File: config.mk
export PLATFORM = sky130hd
export DESIGN_NAME = bubble_sort_early_exit
export DESIGN_NICKNAME = d
export VERILOG_FILES = /design/src/design/bse_pkg.sv /design/src/design/bubble_sort_early_exit.sv
export SDC_FILE = /design/constraint.sdc
export NUM_CORES = 1
export LEC_CHECK = 0
export BUFFER_PORTS_ARGS = -buffer_cell sky130_fd_sc_hd__buf_2
export CELL_PAD_IN_SITES_DETAIL_PLACEMENT = 0
export CELL_PAD_IN_SITES_GLOBAL_PLACEMENT = 2
export CORE_ASPECT_RATIO = 0.9
export CORE_MARGIN = 4
export CORE_UTILIZATION = 35
export DETAILED_ROUTE_END_ITERATION = 7
export GPL_TIMING_DRIVEN = 1
export PLACE_DENSITY_LB_ADDON = 0.2
export SLEW_MARGIN = 10
export SYNTH_ARGS = -nofsm -noshare
export SYNTH_HDL_FRONTEND = slang
export SYNTH_SLANG_ARGS = --single-unit
File: constraint.sdc
create_clock -name clk -period 4.4 [get_ports clk]
set_input_delay 0.22 -clock clk [delete_from_list [all_inputs] [get_ports clk]]
set_output_delay 0.22 -clock clk [all_outputs]
set_load 0.02 [all_outputs]
File: src/design/bse_pkg.sv
package bse_pkg;

  // Flags that travel with every result of a run.
  typedef struct packed {
    logic final_res;
    logic overflowed;
  } res_flags_t;

endpackage

File: src/design/bubble_sort_early_exit.sv
// Bubble sorter with early exit, built around one key memory.
//
// Input: a key is transferred at a rising edge with start high and busy low.
// Keys are stored in arrival order, up to DEPTH of them.
// Further keys are dropped and the run is marked as overflowed. The key
// with in_last high closes the set, and busy rises at once.
// Sorting: bubble passes run through the memory, one compare-swap per cycle.
// The passes shrink by one entry each and stop after a pass with no swap
// or after the pass over entries 0..1.
// Output: the n keys leave in ascending order on consecutive cycles,
// each marked by out_valid. The last carries out_final_res, and every one
// carries out_overflowed. The first result follows the closing key once
// the sort is done, via the EMIT read. busy falls on the last result's cycle.
// The receiver cannot stall: each result is on the ports for one cycle.
// Reset empties the set and clears the drop flag. Memory contents are
// left as they are, since only entries written in the current run are read.
module bubble_sort_early_exit #(
  parameter int DEPTH    = 16,
  parameter int KEY_BITS = 16
) (
  input  logic                clk,
  input  logic                rst_n,
  input  logic                start,
  output logic                busy,
  input  logic [KEY_BITS-1:0] in_key,
  input  logic                in_last,
  output logic                out_valid,
  output logic [KEY_BITS-1:0] out_sorted_key,
  output logic                out_final_res,
  output logic                out_overflowed
);
  import bse_pkg::*;

  localparam int IDX_W = $clog2(DEPTH);
  localparam int CNT_W = $clog2(DEPTH + 1);

  // LOAD: collecting keys. FIRST/PRIME: start a pass. PASS: compare-swap.
  // TAIL: write back the carried key. EMIT: read out in order.
  typedef enum logic [2:0] {
    S_LOAD, S_FIRST, S_PRIME, S_PASS, S_TAIL, S_EMIT
  } state_t;

  state_t              state_r, state_nxt;
  logic [CNT_W-1:0]    count_r, count_nxt;
  logic                drop_r, drop_nxt;
  logic [IDX_W-1:0]    pos_r, pos_nxt;        // entry held in rd_data_r
  logic [IDX_W-1:0]    pass_end_r, pass_end_nxt;
  logic                swapped_r, swapped_nxt;
  logic [KEY_BITS-1:0] carry_r, carry_nxt;    // largest key seen this pass
  logic                out_valid_r, out_valid_nxt;
  res_flags_t          flags_r, flags_nxt;

  // Memory ports
  logic [KEY_BITS-1:0] key_mem [DEPTH];
  logic [KEY_BITS-1:0] rd_data_r;
  logic                rd_en, wr_en;
  logic [IDX_W-1:0]    rd_addr, wr_addr;
  logic [KEY_BITS-1:0] wr_data;

  logic                take;
  logic                room;
  logic [CNT_W-1:0]    count_after;
  logic                swap;
  logic [IDX_W-1:0]    last_idx;

  assign busy      = (state_r != S_LOAD);
  assign take      = start && !busy;
  assign room      = (count_r < CNT_W'(DEPTH));
  assign count_after = count_r + CNT_W'(room);
  assign swap      = (carry_r > rd_data_r);
  assign last_idx  = IDX_W'(count_r - CNT_W'(1));

  always_comb begin
    state_nxt     = state_r;
    count_nxt     = count_r;
    drop_nxt      = drop_r;
    pos_nxt       = pos_r;
    pass_end_nxt  = pass_end_r;
    swapped_nxt   = swapped_r;
    carry_nxt     = carry_r;
    out_valid_nxt = 1'b0;
    flags_nxt     = flags_r;
    rd_en         = 1'b0;
    rd_addr       = pos_r;
    wr_en         = 1'b0;
    wr_addr       = count_r[IDX_W-1:0];
    wr_data       = in_key;

    case (state_r)
      S_LOAD: begin
        if (take) begin
          if (room) begin
            wr_en     = 1'b1;
            count_nxt = count_after;
          end else begin
            drop_nxt = 1'b1;
          end
          if (in_last) begin
            pos_nxt = '0;
            if (count_after < CNT_W'(2)) begin
              state_nxt = S_EMIT;
            end else begin
              pass_end_nxt = IDX_W'(count_after - CNT_W'(1));
              state_nxt    = S_FIRST;
            end
          end
        end
      end
      S_FIRST: begin
        rd_en       = 1'b1;
        rd_addr     = '0;
        swapped_nxt = 1'b0;
        state_nxt   = S_PRIME;
      end
      S_PRIME: begin
        // entry 0 arrives; fetch entry 1
        carry_nxt = rd_data_r;
        rd_en     = 1'b1;
        rd_addr   = IDX_W'(1);
        pos_nxt   = IDX_W'(1);
        state_nxt = S_PASS;
      end
      S_PASS: begin
        // smaller of the pair drops into pos-1, larger is carried on
        wr_en   = 1'b1;
        wr_addr = pos_r - IDX_W'(1);
        wr_data = swap ? rd_data_r : carry_r;
        if (swap) begin
          swapped_nxt = 1'b1;
        end else begin
          carry_nxt = rd_data_r;
        end
        if (pos_r == pass_end_r) begin
          state_nxt = S_TAIL;
        end else begin
          rd_en   = 1'b1;
          rd_addr = pos_r + IDX_W'(1);
          pos_nxt = pos_r + IDX_W'(1);
        end
      end
      S_TAIL: begin
        wr_en   = 1'b1;
        wr_addr = pass_end_r;
        wr_data = carry_r;
        if (!swapped_r || pass_end_r == IDX_W'(1)) begin
          pos_nxt   = '0;
          state_nxt = S_EMIT;
        end else begin
          pass_end_nxt = pass_end_r - IDX_W'(1);
          state_nxt    = S_FIRST;
        end
      end
      S_EMIT: begin
        rd_en                = 1'b1;
        rd_addr              = pos_r;
        out_valid_nxt        = 1'b1;
        flags_nxt.final_res  = (pos_r == last_idx);
        flags_nxt.overflowed = drop_r;
        if (pos_r == last_idx) begin
          count_nxt = '0;
          drop_nxt  = 1'b0;
          state_nxt = S_LOAD;
        end else begin
          pos_nxt = pos_r + IDX_W'(1);
        end
      end
      default: state_nxt = S_LOAD;
    endcase
  end

  always_ff @(posedge clk) begin
    if (!rst_n) begin
      state_r     <= S_LOAD;
      count_r     <= '0;
      drop_r      <= 1'b0;
      out_valid_r <= 1'b0;
      swapped_r   <= 1'b0;
    end else begin
      state_r     <= state_nxt;
      count_r     <= count_nxt;
      drop_r      <= drop_nxt;
      out_valid_r <= out_valid_nxt;
      swapped_r   <= swapped_nxt;
    end
    pos_r      <= pos_nxt;
    pass_end_r <= pass_end_nxt;
    carry_r    <= carry_nxt;
    flags_r    <= flags_nxt;
  end

  // Key memory: one write port, one read port, registered read data.
  always_ff @(posedge clk) begin
    if (wr_en) begin
      key_mem[wr_addr] <= wr_data;
    end
    if (rd_en) begin
      rd_data_r <= key_mem[rd_addr];
    end
  end

  assign out_valid      = out_valid_r;
  assign out_sorted_key = rd_data_r;
  assign out_final_res  = flags_r.final_res;
  assign out_overflowed = flags_r.overflowed;

  a_out_after_emit: assert property (@(posedge clk) disable iff (!rst_n)
    out_valid |-> $past(state_r == S_EMIT))
    else $error("result strobe without read-out");

  a_count_bound: assert property (@(posedge clk) disable iff (!rst_n)
    count_r <= CNT_W'(DEPTH))
    else $error("key count beyond capacity");

  a_pass_range: assert property (@(posedge clk) disable iff (!rst_n)
    state_r == S_PASS |-> (pos_r != '0) && (pos_r <= pass_end_r))
    else $error("pass position out of range");

  a_no_rw_clash: assert property (@(posedge clk) disable iff (!rst_n)
    (rd_en && wr_en) |-> (rd_addr != wr_addr))
    else $error("read and write to the same entry");

  a_final_clears: assert property (@(posedge clk) disable iff (!rst_n)
    (out_valid && out_final_res) |-> (state_r == S_LOAD))
    else $error("final result while still busy");

endmodule
-- Word level (Yosys, flattened, before mapping)
Memory sizes are Yosys's and may differ from the RTL's. A register that Yosys moved wholly into a read port is not among the register bits.
Index checks and enable logic that the tools add are counted.
Widths: inputs -> output; s select.
- bits in registers: 37
- bits in writable memories: 256
- bits of input ports: 20
- output and inout port bits: 20
- memories: 1
- $add $sub $neg: 6
- order comparisons: 3
- equal/unequal tests: 20
- multiplexer cells: 42
- reduce and logical (&&, ||, !) cells: 20
- memory list (name ; depth ; width ; rd ports ; clocked after memory_dff ; write ports ; line ; RTL):
    key_mem ; 16 ; 16 ; 1 ; 1 ; 1 ; bubble_sort_early_exit.sv:54 ; logic [KEY_BITS-1:0] key_mem [DEPTH];
- operator list (cell ; count):
    $pmux 16 s2 ; 2
    $mux 4 ; 9
    $mux 16 ; 2
    $ne 2x2->1 const B ; 12
    $pmux 4 s5 ; 1
    $mux 3 ; 6
    $pmux 3 s6 ; 1
    $gt 16x16->1 ; 1
    $pmux 4 s2 ; 2
    $sub 4x1->4 const B ; 4
    $mux 5 ; 3
    $pmux 4 s3 ; 1
    $reduce_and 4->1 ; 3
    $mux 1 ; 10
    $pmux 5 s2 ; 1
    $reduce_and 5->1 ; 2
    $eq 4x4->1 ; 2
    $pmux 1 s2 ; 4
    $reduce_bool 2->1 ; 4
    $eq 3x2->1 const B ; 2
    $eq 3x3->1 const B ; 2
    $add 5x1->5 ; 1
    $lt 5x2->1 const B ; 1
    $lt 5x5->1 const B ; 1
    other kinds (12) ; 14

-- Longest topological paths before layout
- word-level depth: 7
- gate-level depth with buffers: 12
- gate-level depth less buffers: 10

-- Worst setup path after synthesis
OpenSTA, ideal clock, no wires.
- path kind: register to register
- start: register pos_r[0]
- end: memory key_mem[4][0] (enable)
- arrival time: 2.582 ns
- required time: 4.012 ns
- setup slack: 1.429 ns
- cell stages (with the launch flop): 9
- cell sequence: edfxtp_1 buf_2 buf_2 buf_1 nor3_1 xor2_1 o21ai_0 nand2_1 nor2_1
- cells in the longest elaborated chain, start to end: 2
- ends and longest elaborated chain (what ; line ; RTL):
    start, declared ; bubble_sort_early_exit.sv:46 ; logic [IDX_W-1:0] pos_r, pos_nxt;
    start signal, assigned ; bubble_sort_early_exit.sv:185 ; pos_r <= pos_nxt;
    $sub 4x1->4 ; bubble_sort_early_exit.sv:126 ; wr_addr = pos_r - IDX_W'(1);
    $pmux 4 s2 ; bubble_sort_early_exit.sv:89 ; case (state_r)
    end, declared ; bubble_sort_early_exit.sv:54 ;
No other way between the ends.

-- Final worst setup path
- start: register rd_data_r[1] (netlist: out_sorted_key[1]) (read register of key_mem)
- end: memory key_mem[0][13], data pin
- cells in the longest elaborated chain, start to end: 3
- ends and longest elaborated chain (what ; line ; RTL):
    start, declared ; bubble_sort_early_exit.sv:55 ; logic [KEY_BITS-1:0] rd_data_r;
    $gt 16x16->1 ; bubble_sort_early_exit.sv:70 ; assign swap = (carry_r > rd_data_r);
    $mux 16 ; bubble_sort_early_exit.sv:127 ; wr_data = swap ? rd_data_r : carry_r;
    $pmux 16 s2 ; bubble_sort_early_exit.sv:89 ;
    via wr_data[13] ; bubble_sort_early_exit.sv:58 ; logic [KEY_BITS-1:0] wr_data;
The timed path passes the listed nets, and every way through them passes these cells.

==> impl_results.md <==
- FP Rows: 71
- Flop pwr share: 32.8%
- Pwr dens: 761 nW/um^2
- YS warnings: 0
- Placed instance area: 16100 sq um
- Cell Area, Synth: 15000 sq um
- Critical Path RT: 4.66 ns
- Logic pwr share: 45.1%
- Tcrit/Tclk final: 76.5%
- Layout cell share with drive strength beyond 1: 16.3%
- Final HPWL DP: 30.2 mm
- Cell count after synthesis: 1176
- Initial antenna violation count: 0
- CP Class: register to register
- Post-route cell area: 17200 sq um
- Placeable Area: 42100 sq um
- Crit. End Element: register
- Sink Count: 309
- Commonest non-fill, non-tap cell in the layout: edfxtp_1
- Setup TNS: 0 ns
- Clk buf depth: 3
- RD Place Congestion: 0.808
- 1st-pass router iterations: 7
- Seq/Total Area, Yosys: 61.1%
- NumNets Final: 1269
- Width of the chip: 226 um
- Routed wl met3: 2.93 mm
- H-tree depth: 2
- Area grow syn2layout: 14.8%
- Largest net degree at the start of global routing: 50
- Critical path startpoint category: register
- Skew final: 0.0228 ns
- Die height: 204 um
- Worst Hold Class: primary input to register
- Switching fraction of total power: 41.7%
- Die area: 46300 sq um
- Crit path max fanout: 16
- Routed wire length: 50.0 mm
- Worst slew pin tran: 1.03 ns
- Most used flip-flop cell after synthesis: edfxtp_1
- Setup ws final: 1.04 ns
- GRT Util Overall: 21.3%
- Final worst path period need: 3.36 ns
- Synth unique cells: 57
- CTS Root Cell: clkbuf_16
- Final setup viols: 0
- Status: completed
- WL/cell: 27.8 um
- Synthesized area per cell: 12.8 sq um
- Pint: 7.65 mW
- Total power: 13.1 mW
- Hold slack final: 0.0196 ns
- DR top layer: met4
- Initial DRC count: 1110
- Setup Slack @ Placement: 1.04 ns
- Vias in the first global route: 10400
- Ports: 40
- Post-synth EDFFs: 298
- M1 WL: 23.0 mm
- Clk Latency, worst-skew pair: 0.54 ns
- Diode count: 0
- Leak: 5.80 nW
- First-pass GRT wire length: 72.4 mm
- DRC: 0
- Max Cap Viol: 0
- Final Hold Viols: 0
- Rel. slew slack: 31.0%
- Syn nets: 1220
- Vias per cell: 5.99
- Data arrival, critical path: 3.62 ns
- Vias: 10800
- Switch Pwr: 5.47 mW
- Fmax: 0.297 GHz
- CTS tree: built
- Peak VDD IR: 443 uV
- Starting Density: 35.7%
- Async SR Flop Fraction: 0%
- Clock transition at path regs: 0.06 ns
- Leading area contributor after synthesis: edfxtp_1
- Filler cells: 3984
- Most frequent cells in the layout: 298 x edfxtp_1, 100 x a21oi_1, 85 x nand2_1
- DRT antenna net count: 0
- PortBufs: 39
- Ranking of synthesized cells by area: edfxtp_1 60%, mux2i_1 4.5%, a221oi_1 4.2%
- FF+latch count, synth: 309
- Total CTS buffers: 36
- Final-report max-slew violation count: 0
- Clock Power Share: 22.1%
- Grt ovf: 0
- Synth top area share: 59.6%
- Met2 WL: 23.2 mm
- RSZ-0062 raised after global routing: false
metal layers:
metal | up-vias | GRT usage [%]
met3 | 53 | 2.99
li1 | 4855 | -
met1 | 5522 | 31.2
met5 | - | 0
met4 | 0 | 4.67
met2 | 338 | 34.0
cell families (layout without fill, tap and decap cells):
family	Yosys count	after routing	share of synthesized area, %
buffers and inverters	125	199	3.62
AO/OA/AOI/OAI	375	375	19.0
AND/OR/NAND/NOR	239	239	7.39
XOR/XNOR	19	19	1.11
adder cells (fa/ha/maj)	24	24	2.00
flip-flops	309	309	61.1
multiplexers	85	85	5.83
timing repair:
item,4_1_cts,5_1_grt
hold buffers,1,0
hold endpoints to repair,2,0
setup buffers,0,0
gates resized for setup,0,0
worst max-delay path, cell delays in order (launching register included):
cell      delay [ns]
edfxtp_1        0.39
inv_1           0.06
ha_1            0.29
nor2b_1         0.14
o21a_1          0.11
o21ai_0         0.07
a21oi_1         0.18
o31ai_1         0.09
a32oi_1         0.49
and2_1          0.46
buf_4           0.26
a221o_1         0.55
cell usage after synthesis (6+ instances only):
cell type and instances:
a221oi_2 7, o21ai_0 25, nand2_1 86, ha_1 24
inv_1 29, edfxtp_1 298, a22oi_1 62, nor2_1 45
buf_2 33, a21oi_1 102, a221o_1 49, nor3_1 9
mux2i_1 67, a222oi_1 14, dfxtp_1 11, nor2b_1 6
and3_1 17, nand3_1 55, xor2_1 10, clkbuf_1 51
mux2_2 17, xnor2_1 9, a221oi_1 72, a32oi_1 18
power by group through the flow:
stage          clock, mW  sequential [mW]  combinational (mW)
4_1_cts             2.94             4.30                5.94
3_5_place_dp           0             4.36                5.92
3_3_place_gp           0             4.35                5.93
6_report            2.90             4.31                5.92
5_1_grt             3.07             4.35                6.43
2_1_floorplan          0             4.33                3.75
flip-flops by register name, indices dropped and copies added, names as in the netlist:
signal,flops
key_mem,256
drop_r,1
out_valid,1
swapped_r,1
carry_r,16
count_r,5
out_overflowed,1
out_sorted_key,16
out_final_res,1
state_r,3
pass_end_r,4
pos_r,4
worst paths after layout:
kind	start	endpoint	slack, ns	depth (start not counted)
worst max register to register	out_sorted_key[1]	key_mem[0][13]	1.04	11
worst min-delay path	start	count_r[4]	0.02	3
worst max-delay path	out_sorted_key[1]	key_mem[0][13]	1.04	11
worst min register to register	drop_r	out_overflowed	0.44	0
final cells by class:
cell class	instances	area [sq um]	area share [%]
clock buffer	45	956	5.55
clock inverter	18	171	0.995
inverter	30	113	0.654
sequential	309	9170	53.2
timing repair buffer	106	726	4.21
tap	547	684	3.97
multi-input combinational	742	5410	31.4
through the flow:
stage               std cells  utilization (%)
floorplan                1176                -
global placement         1733             38.2
global route             1797             40.9
detailed placement       1733             38.2
CTS                      1797             40.9
finish                   1797             40.9
No activity file was read; power rests on OpenSTA's default activity.
